$ cat config.mk
export PLATFORM = sky130hd
export DESIGN_NAME = infix_to_postfix_converter
export DESIGN_NICKNAME = d
export VERILOG_FILES = /design/src/hw/rtl/ifp_pkg.sv /design/src/hw/rtl/ifp_stack_mem.sv /design/src/hw/rtl/ifp_ctrl.sv /design/src/hw/rtl/infix_to_postfix_converter.sv
export SDC_FILE = /design/constraint.sdc
export NUM_CORES = 1
export LEC_CHECK = 0
export BUFFER_PORTS_ARGS = -buffer_cell sky130_fd_sc_hd__buf_2
export CAP_MARGIN = 10
export CORE_ASPECT_RATIO = 2
export CORE_MARGIN = 2
export CORE_UTILIZATION = 30
export DETAILED_ROUTE_END_ITERATION = 16
export PLACE_DENSITY_LB_ADDON = 0.1
export SLEW_MARGIN = 30
export SYNTH_ARGS = -nofsm -noshare
export SYNTH_HDL_FRONTEND = slang
export SYNTH_SLANG_ARGS = --single-unit
$ cat constraint.sdc
create_clock -name clk_i -period 5.1 [get_ports clk_i]
set_clock_uncertainty 0.15 [all_clocks]
set_input_delay 0 -clock clk_i [delete_from_list [all_inputs] [get_ports clk_i]]
set_output_delay 0 -clock clk_i [all_outputs]
set_load 0.005 [all_outputs]
$ cat src/hw/rtl/ifp_pkg.sv
// Shared types, character codes and precedence function for the infix to postfix converter.
package ifp_pkg;

  typedef struct packed {
    logic       func;
    logic [7:0] ch;
  } ifp_in_t;

  typedef struct packed {
    logic [7:0] out_char;
    logic       last;
    logic       error;
  } ifp_out_t;

  typedef struct packed {
    logic we;
    logic re;
  } ifp_mem_ctl_t;

  typedef enum logic [1:0] {
    ST_IDLE,
    ST_READ,
    ST_FIN,
    ST_EMIT
  } ifp_state_e;

  typedef enum logic [1:0] {
    MODE_CLOSE,
    MODE_OPER,
    MODE_FLUSH
  } ifp_mode_e;

  localparam logic [7:0] CH_PLUS   = 8'h2B;
  localparam logic [7:0] CH_MINUS  = 8'h2D;
  localparam logic [7:0] CH_STAR   = 8'h2A;
  localparam logic [7:0] CH_SLASH  = 8'h2F;
  localparam logic [7:0] CH_PCT    = 8'h25;
  localparam logic [7:0] CH_LPAREN = 8'h28;
  localparam logic [7:0] CH_RPAREN = 8'h29;
  localparam logic [7:0] CH_ZERO   = 8'h30;
  localparam logic [7:0] CH_NINE   = 8'h39;

  localparam ifp_out_t ERR_ITEM = '{out_char: 8'h00, last: 1'b0, error: 1'b1};

  function automatic logic [1:0] prec_of(input logic [7:0] c);
    logic [1:0] p;
    case (c) inside
      CH_PLUS, CH_MINUS:         p = 2'd1;
      CH_STAR, CH_SLASH, CH_PCT: p = 2'd2;
      default:                   p = 2'd0;
    endcase
    return p;
  endfunction

  function automatic logic is_digit(input logic [7:0] c);
    return (c >= CH_ZERO) && (c <= CH_NINE);
  endfunction

endpackage

$ cat src/hw/rtl/ifp_stack_mem.sv
// Operator stack storage: single write port, registered read port.
module ifp_stack_mem
  import ifp_pkg::*;
#(
  parameter int STACK_DEPTH = 32,
  localparam int AW = $clog2(STACK_DEPTH)
) (
  input  logic          clk_i,
  input  ifp_mem_ctl_t  ctl_i,
  input  logic [AW-1:0] waddr_i,
  input  logic [7:0]    wdata_i,
  input  logic [AW-1:0] raddr_i,
  output logic [7:0]    rd_data_o
);

  logic [7:0] mem_q [STACK_DEPTH];
  logic [7:0] rd_data_q;

  always_ff @(posedge clk_i) begin
    if (ctl_i.we) begin
      mem_q[waddr_i] <= wdata_i;
    end
    if (ctl_i.re) begin
      rd_data_q <= mem_q[raddr_i];
    end
  end

  assign rd_data_o = rd_data_q;

endmodule

$ cat src/hw/rtl/ifp_ctrl.sv
// Shunting-yard sequencer: stack count, error mode, pop loop and output register.
module ifp_ctrl
  import ifp_pkg::*;
#(
  parameter int STACK_DEPTH = 32,
  localparam int AW = $clog2(STACK_DEPTH),
  localparam int CW = $clog2(STACK_DEPTH + 1)
) (
  input  logic          clk_i,
  input  logic          rst_ni,
  input  logic          in_valid_i,
  output logic          in_ready_o,
  input  ifp_in_t       in_i,
  output logic          out_valid_o,
  input  logic          out_ready_i,
  output ifp_out_t      out_o,
  output ifp_mem_ctl_t  mem_ctl_o,
  output logic [AW-1:0] waddr_o,
  output logic [7:0]    wdata_o,
  output logic [AW-1:0] raddr_o,
  input  logic [7:0]    rd_data_i,
  output logic [CW-1:0] count_o
);

  localparam logic [CW-1:0] FULL = CW'(STACK_DEPTH);

  ifp_state_e    state_q, state_d;
  ifp_mode_e     mode_q, mode_d;
  logic [7:0]    ch_q, ch_d;
  logic [CW-1:0] count_q, count_d;
  logic          err_seen_q, err_seen_d;
  ifp_out_t      pend_q, pend_d;
  ifp_out_t      out_q, out_d;
  logic          out_valid_q, out_valid_d;
  logic          out_load;
  ifp_out_t      out_load_data;

  logic in_fire;
  logic out_free;
  logic is_full;
  logic has_items;
  logic read_pop;

  assign in_ready_o = (state_q == ST_IDLE);
  assign in_fire    = in_valid_i && in_ready_o;
  assign out_free   = !out_valid_q || out_ready_i;
  assign is_full    = (count_q == FULL);
  assign has_items  = (count_q != '0);
  assign read_pop   = (state_q == ST_READ) &&
                      ((mode_q == MODE_FLUSH) ||
                       ((mode_q == MODE_CLOSE) && (rd_data_i != CH_LPAREN)) ||
                       ((mode_q == MODE_OPER) && (prec_of(ch_q) <= prec_of(rd_data_i))));

  // next state
  always_comb begin
    state_d = state_q;
    unique case (state_q)
      ST_IDLE: begin
        if (in_fire) begin
          if (in_i.func) begin
            state_d = (!err_seen_q && has_items) ? ST_READ : ST_EMIT;
          end else if (err_seen_q) begin
            state_d = ST_IDLE;
          end else if (is_digit(in_i.ch)) begin
            state_d = ST_EMIT;
          end else if (in_i.ch == CH_LPAREN) begin
            state_d = is_full ? ST_EMIT : ST_IDLE;
          end else begin
            state_d = has_items ? ST_READ : ST_FIN;
          end
        end
      end
      ST_READ: begin
        if (read_pop) begin
          if (out_free) begin
            state_d = (count_q > CW'(1)) ? ST_READ : ST_FIN;
          end
        end else if (mode_q == MODE_CLOSE) begin
          state_d = ST_IDLE;
        end else begin
          state_d = ST_FIN;
        end
      end
      ST_FIN: begin
        if ((mode_q == MODE_OPER) && !is_full) begin
          state_d = ST_IDLE;
        end else begin
          state_d = ST_EMIT;
        end
      end
      ST_EMIT: begin
        if (out_free) begin
          state_d = ST_IDLE;
        end
      end
      default: state_d = ST_IDLE;
    endcase
  end

  // datapath and memory control
  always_comb begin
    mode_d        = mode_q;
    ch_d          = ch_q;
    count_d       = count_q;
    err_seen_d    = err_seen_q;
    pend_d        = pend_q;
    mem_ctl_o     = '0;
    waddr_o       = AW'(count_q);
    wdata_o       = ch_q;
    raddr_o       = AW'(count_q - CW'(1));
    out_load      = 1'b0;
    out_load_data = pend_q;
    unique case (state_q)
      ST_IDLE: begin
        if (in_fire) begin
          ch_d = in_i.ch;
          if (in_i.func) begin
            mode_d = MODE_FLUSH;
          end else if (in_i.ch == CH_RPAREN) begin
            mode_d = MODE_CLOSE;
          end else begin
            mode_d = MODE_OPER;
          end
          if (in_i.func) begin
            if (err_seen_q) begin
              count_d    = '0;
              err_seen_d = 1'b0;
              pend_d     = '{out_char: 8'h00, last: 1'b1, error: 1'b1};
            end else if (has_items) begin
              mem_ctl_o.re = 1'b1;
            end else begin
              pend_d = '{out_char: 8'h00, last: 1'b1, error: 1'b0};
            end
          end else if (!err_seen_q) begin
            if (is_digit(in_i.ch)) begin
              pend_d = '{out_char: in_i.ch, last: 1'b0, error: 1'b0};
            end else if (in_i.ch == CH_LPAREN) begin
              if (is_full) begin
                pend_d     = ERR_ITEM;
                err_seen_d = 1'b1;
              end else begin
                mem_ctl_o.we = 1'b1;
                wdata_o      = in_i.ch;
                count_d      = count_q + CW'(1);
              end
            end else if (has_items) begin
              mem_ctl_o.re = 1'b1;
            end
          end
        end
      end
      ST_READ: begin
        if (read_pop) begin
          if (out_free) begin
            out_load      = 1'b1;
            out_load_data = '{out_char: rd_data_i, last: 1'b0, error: 1'b0};
            count_d       = count_q - CW'(1);
            if (count_q > CW'(1)) begin
              mem_ctl_o.re = 1'b1;
              raddr_o      = AW'(count_q - CW'(2));
            end
          end
        end else if (mode_q == MODE_CLOSE) begin
          count_d = count_q - CW'(1);
        end
      end
      ST_FIN: begin
        unique case (mode_q)
          MODE_CLOSE: begin
            pend_d     = ERR_ITEM;
            err_seen_d = 1'b1;
          end
          MODE_OPER: begin
            if (is_full) begin
              pend_d     = ERR_ITEM;
              err_seen_d = 1'b1;
            end else begin
              mem_ctl_o.we = 1'b1;
              count_d      = count_q + CW'(1);
            end
          end
          MODE_FLUSH: begin
            pend_d = '{out_char: 8'h00, last: 1'b1, error: 1'b0};
          end
          default: pend_d = pend_q;
        endcase
      end
      ST_EMIT: begin
        out_load = out_free;
      end
      default: out_load = 1'b0;
    endcase
  end

  always_comb begin
    out_d       = out_q;
    out_valid_d = out_valid_q;
    if (out_load) begin
      out_d       = out_load_data;
      out_valid_d = 1'b1;
    end else if (out_ready_i) begin
      out_valid_d = 1'b0;
    end
  end

  always_ff @(posedge clk_i or negedge rst_ni) begin
    if (!rst_ni) begin
      state_q     <= ST_IDLE;
      mode_q      <= MODE_OPER;
      count_q     <= '0;
      err_seen_q  <= 1'b0;
      out_valid_q <= 1'b0;
    end else begin
      state_q     <= state_d;
      mode_q      <= mode_d;
      count_q     <= count_d;
      err_seen_q  <= err_seen_d;
      out_valid_q <= out_valid_d;
    end
  end

  always_ff @(posedge clk_i) begin
    ch_q   <= ch_d;
    pend_q <= pend_d;
    out_q  <= out_d;
  end

  assign out_valid_o = out_valid_q;
  assign out_o       = out_q;
  assign count_o     = count_q;

endmodule

$ cat src/hw/rtl/infix_to_postfix_converter.sv
// Top level of the infix to postfix converter: sequencer plus operator stack memory.
//
// Input channel in_valid_i/in_ready_o carries one item: func selects an expression
// character (0) or an end-of-expression flush (1), ch holds the character byte.
// Output channel out_valid_o/out_ready_i carries postfix characters, error items
// and the terminator (last set, out_char 0) that closes every expression.
// Items are taken one at a time. A '(' is pushed on acceptance; an operator,
// ')' or flush pops stacked entries before it is finished; the pop loop runs
// at one entry per cycle while the output register can take it, paced by the
// registered read port of the stack memory. A digit or error item is loaded
// into the output register from ST_EMIT, a popped entry from ST_READ.
// A finished result sits in the output register; a new item is accepted while
// it waits, and the block stalls only when it needs to hand over another result.
// After an overflow or underflow an error item is sent and expression characters
// are dropped until the next flush, which empties the stack and sends a
// terminator with error set. Reset empties the stack and leaves error mode; no
// clearing pass is needed.
module infix_to_postfix_converter
  import ifp_pkg::*;
#(
  parameter int STACK_DEPTH = 32
) (
  input  logic     clk_i,
  input  logic     rst_ni,
  input  logic     in_valid_i,
  output logic     in_ready_o,
  input  ifp_in_t  in_i,
  output logic     out_valid_o,
  input  logic     out_ready_i,
  output ifp_out_t out_o
);

  localparam int AW = $clog2(STACK_DEPTH);
  localparam int CW = $clog2(STACK_DEPTH + 1);

  ifp_mem_ctl_t  mem_ctl;
  logic [AW-1:0] waddr;
  logic [7:0]    wdata;
  logic [AW-1:0] raddr;
  logic [7:0]    rd_data;
  logic [CW-1:0] count;

  ifp_ctrl #(
    .STACK_DEPTH(STACK_DEPTH)
  ) u_ctrl (
    .clk_i      (clk_i),
    .rst_ni     (rst_ni),
    .in_valid_i (in_valid_i),
    .in_ready_o (in_ready_o),
    .in_i       (in_i),
    .out_valid_o(out_valid_o),
    .out_ready_i(out_ready_i),
    .out_o      (out_o),
    .mem_ctl_o  (mem_ctl),
    .waddr_o    (waddr),
    .wdata_o    (wdata),
    .raddr_o    (raddr),
    .rd_data_i  (rd_data),
    .count_o    (count)
  );

  ifp_stack_mem #(
    .STACK_DEPTH(STACK_DEPTH)
  ) u_stack_mem (
    .clk_i    (clk_i),
    .ctl_i    (mem_ctl),
    .waddr_i  (waddr),
    .wdata_i  (wdata),
    .raddr_i  (raddr),
    .rd_data_o(rd_data)
  );

`ifndef SYNTHESIS
  a_no_rw_overlap: assert property (@(posedge clk_i) disable iff (!rst_ni)
    !(mem_ctl.we && mem_ctl.re))
    else $error("stack read and write in the same cycle");

  a_count_bound: assert property (@(posedge clk_i) disable iff (!rst_ni)
    count <= CW'(STACK_DEPTH))
    else $error("stack count beyond depth");

  a_push_count: assert property (@(posedge clk_i) disable iff (!rst_ni)
    mem_ctl.we |=> (count == $past(count) + CW'(1)))
    else $error("push without count increment");

  a_term_zero: assert property (@(posedge clk_i) disable iff (!rst_ni)
    (out_valid_o && out_o.last) |-> (out_o.out_char == 8'h00))
    else $error("terminator with nonzero character");
`endif

endmodule
# == Yosys cells after proc, flatten, opt, wreduce, memory -nomap -nowiden ==
# Memory sizes are Yosys's and may differ from the RTL's. A register that Yosys moved wholly into a read port is not among the register bits.
# Index checks and enable logic that the tools add are counted.
# word_totals
mem_count,1
word_cells,170
mem_bits_rw,256
inputBits,13
reg_bits,40
# memory_table
memory,depth,word_bits,read_ports,rd_clocked_by_memory_dff,wr,line,source
u_stack_mem.mem_q,32,8,1,1,1,ifp_stack_mem.sv:16,logic [7:0] mem_q [STACK_DEPTH];
# op_classes
n_lt_le_gt_ge,4
n_eq_ne,33
addsub,3
n_mux,89
reduce_logical,28
# op_table
operator,count
two-way mux 10 bit,11
equality test 8 x 6 -> 1 bit (second input constant),12
two-way mux 6 bit,11
two-way mux 8 bit,7
two-way mux 2 bit,22
one-hot mux 10 bit (3 select lines),1
two-way mux 1 bit,25
two-way mux 5 bit,4
one-hot mux 10 bit (2 select lines),1
one-hot mux 6 bit (3 select lines),1
inequality test 3 bit (second input constant),4
one-hot mux 1 bit (2 select lines),5
inequality test 3 x 2 -> 1 bit (second input constant),3
AND reduction 9 bit,1
greater-or-equal comparator 8 x 6 -> 1 bit (second input constant),1
<= comparator 8 x 6 -> 1 bit (second input constant),1
inequality test 4 bit (second input constant),2
inequality test 8 x 6 -> 1 bit (second input constant),1
one-hot mux 2 bit (4 select lines),1
logical AND 1 bit,7
adder 6 x 1 -> 6 bit (second input constant),1
equality test 2 bit (second input constant),3
equality test 6 bit (second input constant),1
> comparator 6 x 1 -> 1 bit (second input constant),1
20 further kinds,30

# == Depth between registers and ports, before layout ==
# depth
word_depth,11
mapped_depth,16

# == By module ==
# Synthesis repeated with hierarchy kept, for this count alone.
# unflattened
hier_cells,701
area_unflattened_um2,12931.2
# by_module_without_submodules
mod,cells_per_inst,instances,area_per_inst_um2
ifp_stack_mem,417,1,10133.5
ifp_ctrl,284,1,2797.7

# == Worst setup path after synthesis ==
# No wires, ideal clock.
# synth_path
path_type,flip-flop to flip-flop
from,"reg u_ctrl.count_q[0], in the netlist u_ctrl.count_o[0]"
to,"reg u_stack_mem.rd_data_q[6], in the netlist u_stack_mem.rd_data_o[6], read port of u_stack_mem.mem_q (data pin)"
arrival_ps,3151
path_stages_with_launch,14
setup_ps,260
t_required_ps,4690
path_slack_ps,1539
path_cell_list,dfrtp_1 -> clkbuf_1 -> inv_1 -> clkbuf_1 -> clkbuf_1 -> ha_1 -> clkbuf_1 -> o21ai_2 -> a211oi_1 -> a311o_1 -> or3_1 -> clkbuf_2 -> o22ai_1 -> nor4_1
# synth_between
elab_chain_len,8
elab_cells_between_ends,19
# synth_lines
element,line,source
from (decl),ifp_ctrl.sv:30,"logic [CW-1:0] count_q, count_d;"
from (signal assigned),ifp_ctrl.sv:216,count_q <= count_d;
nonzero test 6 bit,ifp_ctrl.sv:48,assign has_items = (count_q != '0);
two-way mux 1 bit,"ifp_ctrl.sv:129, ifp_ctrl.sv:146",
two-way mux 1 bit,ifp_ctrl.sv:137,end else if (in_i.ch == CH_LPAREN) begin
two-way mux 2 bit,ifp_ctrl.sv:135,if (is_digit(in_i.ch)) begin
two-way mux 2 bit,ifp_ctrl.sv:134,end else if (!err_seen_q) begin
two-way mux 1 bit,ifp_ctrl.sv:124,if (in_i.func) begin
two-way mux 2 bit,ifp_ctrl.sv:115,if (in_fire) begin
one-hot mux 1 bit (2 select lines),ifp_ctrl.sv:113,unique case (state_q)
to (decl),ifp_stack_mem.sv:17,logic [7:0] rd_data_q;
# Parallel ways exist; a longest one is shown, timed or not.
# A chain may end at the register's enable or synchronous reset.

# == Final worst setup path ==
# layout_path
from,reg u_ctrl.ch_q[4]
to,"reg u_stack_mem.rd_data_q[7], in the netlist u_stack_mem.rd_data_o[7], read port of u_stack_mem.mem_q (data pin)"
# layout_between
elab_chain_len,10
elab_cells_between_ends,17
# layout_lines
element,line,source
from (decl),ifp_ctrl.sv:29,"logic [7:0] ch_q, ch_d;"
from (signal assigned),ifp_ctrl.sv:223,ch_q <= ch_d;
equality test 8 x 6 -> 1 bit,ifp_ctrl.sv:52,((mode_q == MODE_OPER) && (prec_of(ch_q) <= prec_of(rd_data_i))));
OR reduction 3 bit,ifp_pkg.sv:47,case (c) inside
two-way mux 2 bit,ifp_pkg.sv:47,
two-way mux 2 bit *,ifp_pkg.sv:47,
<= comparator 2 bit *,ifp_ctrl.sv:52,
logical AND 1 bit *,ifp_ctrl.sv:52,
logical OR 1 bit *,ifp_ctrl.sv:51,((mode_q == MODE_CLOSE) && (rd_data_i != CH_LPAREN)) ||
logical AND 1 bit *,ifp_ctrl.sv:49,assign read_pop = (state_q == ST_READ) &&
two-way mux 1 bit / two-way mux 5 bit (equally long branches),ifp_ctrl.sv:153,if (read_pop) begin
one-hot mux 1 bit (2 select lines) / two-way mux 5 bit (equally long branches),ifp_ctrl.sv:113,
# Mark *: on every way between the ends. The rest lies on a longest branch, timed or not.

==> impl_metrics.ini <==
[run_status]
outcome = finished, final reports clean

[cts]
cts_sinks = 304
insertion_delay_ps = 580
cts_tree = built
htreeDepth = 1
ctsHoldBuffers = 14
cts_root_buf = clkbuf_16
numCtsBuffers = 29
clk_pin_slew_ps = 70
post_cts_buffers = 0
clockBufferDepth = 3
ctsResizeCount = 0

[synth]
synth_cell_types = 77
ys_top_cells_by_area = edfxtp_1, o221ai_1, o21ai_0
yosysSeqAreaShare_pct = 65.61
synth_xor_area_share_pct = 0.5069
syn_nets = 1033
synth.avg_cell_area_um2 = 13.78
synth-adder-area-share_pct = 1.539
synth_warnings = 0
synth_compound_area_share_pct = 18.47
syn_inst = 1003
synth_top_cell_area_share_pct = 63.43
synth_top_family_by_area = compound AO/OA/AOI/OAI gates
synth_simple_gate_area_share_pct = 7.793
synthMuxAreaShare_pct = 3.068
async_reset_ff_share_pct = 3.947
synth-seq-cells = 304
mappedNetlistArea_um2 = 13820
ys.flop_type = edfxtp_1
synth_edf_count = 292
yosysTopAreaCell = edfxtp_1

[finish]
antennaDiodeCount = 0
nFillCells = 4357
final_common_cell = edfxtp_1
nets = 1074
areaGrowthSynthToFinish_pct = 14.26
mostFrequentLayoutCells = edfxtp_1, o21ai_0, nand2_1
fin_util_pct = 34.57
fin_cells = 1630
fin_area_um2 = 15790
drive_gt1_share_pct = 13.99

[sta]
finalCritPeriodShare_pct = 92.33
slew_violations = 0
grt_setup_unrepaired = false
period_minus_slack_ps = 4709
worst-slew-pin-transition_ps = 1001
setup_viol_count_final = 0
relSlewSlack_pct = 33.02
hold_viol = 0
setup-tns-final_ps = 0
fmax_ghz = 0.2124

[route]
vias_per_cell = 5.714
drt_iter0_drc = 688
routed_wirelength_mm = 46.64
ant_nets = 0
drc_errors = 0
drt_first_pass_iters = 5
post_drt_wl_per_cell_um = 28.61
num_vias = 9314

[grt]
grt_pass1_wl_mm = 67.12
grt_pass1_vias = 9704
grt_max_degree = 64
overflow = 0
grtUsageMet3_pct = 1.478
grt_most_used_layer = met2
use_met2_pct = 40.45
antenna_found_initial = 0
grt_usage_pct = 19.48
met1_usage_pct = 18.82

[place]
dp_hpwl_mm = 32.84
placed_area_um2 = 14770
post-place-cells = 1564
globalplace.congestion = 0.8125
port_buffers = 24

[die]
io_pins = 25
chipHeight_um = 307.6
die_x_um = 155.8
rows = 111
initial_core_util_pct = 30.25
coreArea_um2 = 45690
dieArea_um2 = 47910

[critical_path]
crit_arrival_ps = 4930
crit_top_cell = buf_4
reg2reg_from = u_ctrl.ch_q[4]$_DFFE_PP_
crit_fanout = 20
cp-end-kind = register
crit_chain = nor4b_1 -> nand4_1 -> ha_1 -> a31oi_2 -> o31ai_4 -> o21a_1 -> buf_4 -> nand3_2 -> buf_4 -> buf_4 -> a32oi_1 -> a22oi_1 -> o22ai_1 -> nor4_1
critical_path_class = reg -> reg
startpoint_type = register
critPathTopFamily = compound AO/OA/AOI/OAI gates
crit_start = u_ctrl.ch_q[4]$_DFFE_PP_
cp_slowest_cell = nor4b_1
cp.required_ps = 5320
crit_buf_inv = 3
cpPeakStageDelay_ps = 520

[pwr]
vdd_drop_max_uv = 334.5
power_density_nw_per_um2 = 647.3
p_leak_nw = 4.954

[flow_run]
drv_cap = 0

[hold_path]
holdCritPathClass = in -> reg
hp-start = in_i[2]
-- state kept, by name (all words and copies together), names as in the netlist --
name	flops
u_stack_mem.mem_q	256
u_ctrl.out_o	10
u_ctrl.pend_q	10
u_ctrl.ch_q	8
u_stack_mem.rd_data_o	8
u_ctrl.count_o	6
u_ctrl.mode_q	2
u_ctrl.state_q	2
u_ctrl.err_seen_q	1
u_ctrl.out_valid_o	1
-- layer usage --
metal	wire (um)	part of all wire, %
met4	2157	4.6
met5	0	0
met3	1190	2.6
met2	27690	59
met1	15600	33
-- synth_stat cells, types with 3 or more instances --
cell	number
a21oi_1	13
a22o_1	3
a22oi_1	47
a311oi_1	30
a31oi_1	8
a32oi_1	30
and2_1	16
and3_1	4
buf_2	22
buf_4	3
clkbuf_1	47
dfrtp_1	11
edfxtp_1	292
ha_1	17
inv_1	15
mux2i_1	3
mux4_1	3
mux4_2	14
nand2_1	63
nand2b_1	5
nand3_1	13
nand3b_1	5
nand4_1	4
nor2_1	58
nor2b_1	3
nor3_1	9
nor4_1	11
o211ai_1	4
o21a_1	3
o21ai_0	74
o21ai_1	7
o21ai_2	4
o221ai_1	57
o22ai_1	34
o31ai_1	10
or3_1	5
xnor2_1	5
xor2_1	3
-- layout make-up --
class	instances	area, um2	area share, %
clock buffers	38	759.5	4.809
inverters	16	60.06	0.3803
multi-input cells	606	4388	27.78
clock inverters	14	118.9	0.7526
repair buffers	87	690.7	4.373
flip-flops and latches	304	9070	57.43
well taps	565	706.9	4.476
-- logic make-up after synthesis --
logic type / after synthesis
buffers and inverters: 93
xor gates and xnor gates: 8
muxes: 20
and+or+nand+nor: 211
adders and majority gates: 17
AOI/OAI and AO/OA: 350
DFF: 304
-- through the flow --
| stage | setup WS (ps) | hold WS, ps | total power, mW |
|---|---|---|---|
| 2_1_floorplan | 1539 | -445.6 | 6.306 |
| 3_3_place_gp | 498.4 | -234.7 | 8.193 |
| 4_1_cts | 384.0 | 28.01 | 10.32 |
| 3_5_place_dp | 399.6 | -233.8 | 8.198 |
| 5_1_grt | 250.6 | 43.66 | 10.72 |
| 6_report | 391.2 | 40.98 | 10.22 |
-- worst paths after layout --
kind	endpoint	slack, ps	cells after the start
setup reg to reg	u_stack_mem.rd_data_o[7]$_DFFE_PP_	390	14
min in group asynchronous	u_ctrl.count_o[5]$_DFFE_PN0P_	350	3
hold / removal	u_ctrl.ch_q[2]$_DFFE_PP_	40	2
hold reg to reg	u_ctrl.out_o[0]$_DFFE_PP_	400	1
max in group asynchronous	u_ctrl.count_o[3]$_DFFE_PN0P_	4040	3
setup / recovery	u_stack_mem.rd_data_o[7]$_DFFE_PP_	390	14
-- where the power goes --
| group | internal, mW | total [mW] | switching (mW) |
|---|---|---|---|
| Combinational | 1.63 | 4.85 | 3.23 |
| Sequential | 3.13 | 3.28 | 0.149 |
| Clock | 1.14 | 2.09 | 0.945 |
Power figures use the tool's default switching activity.
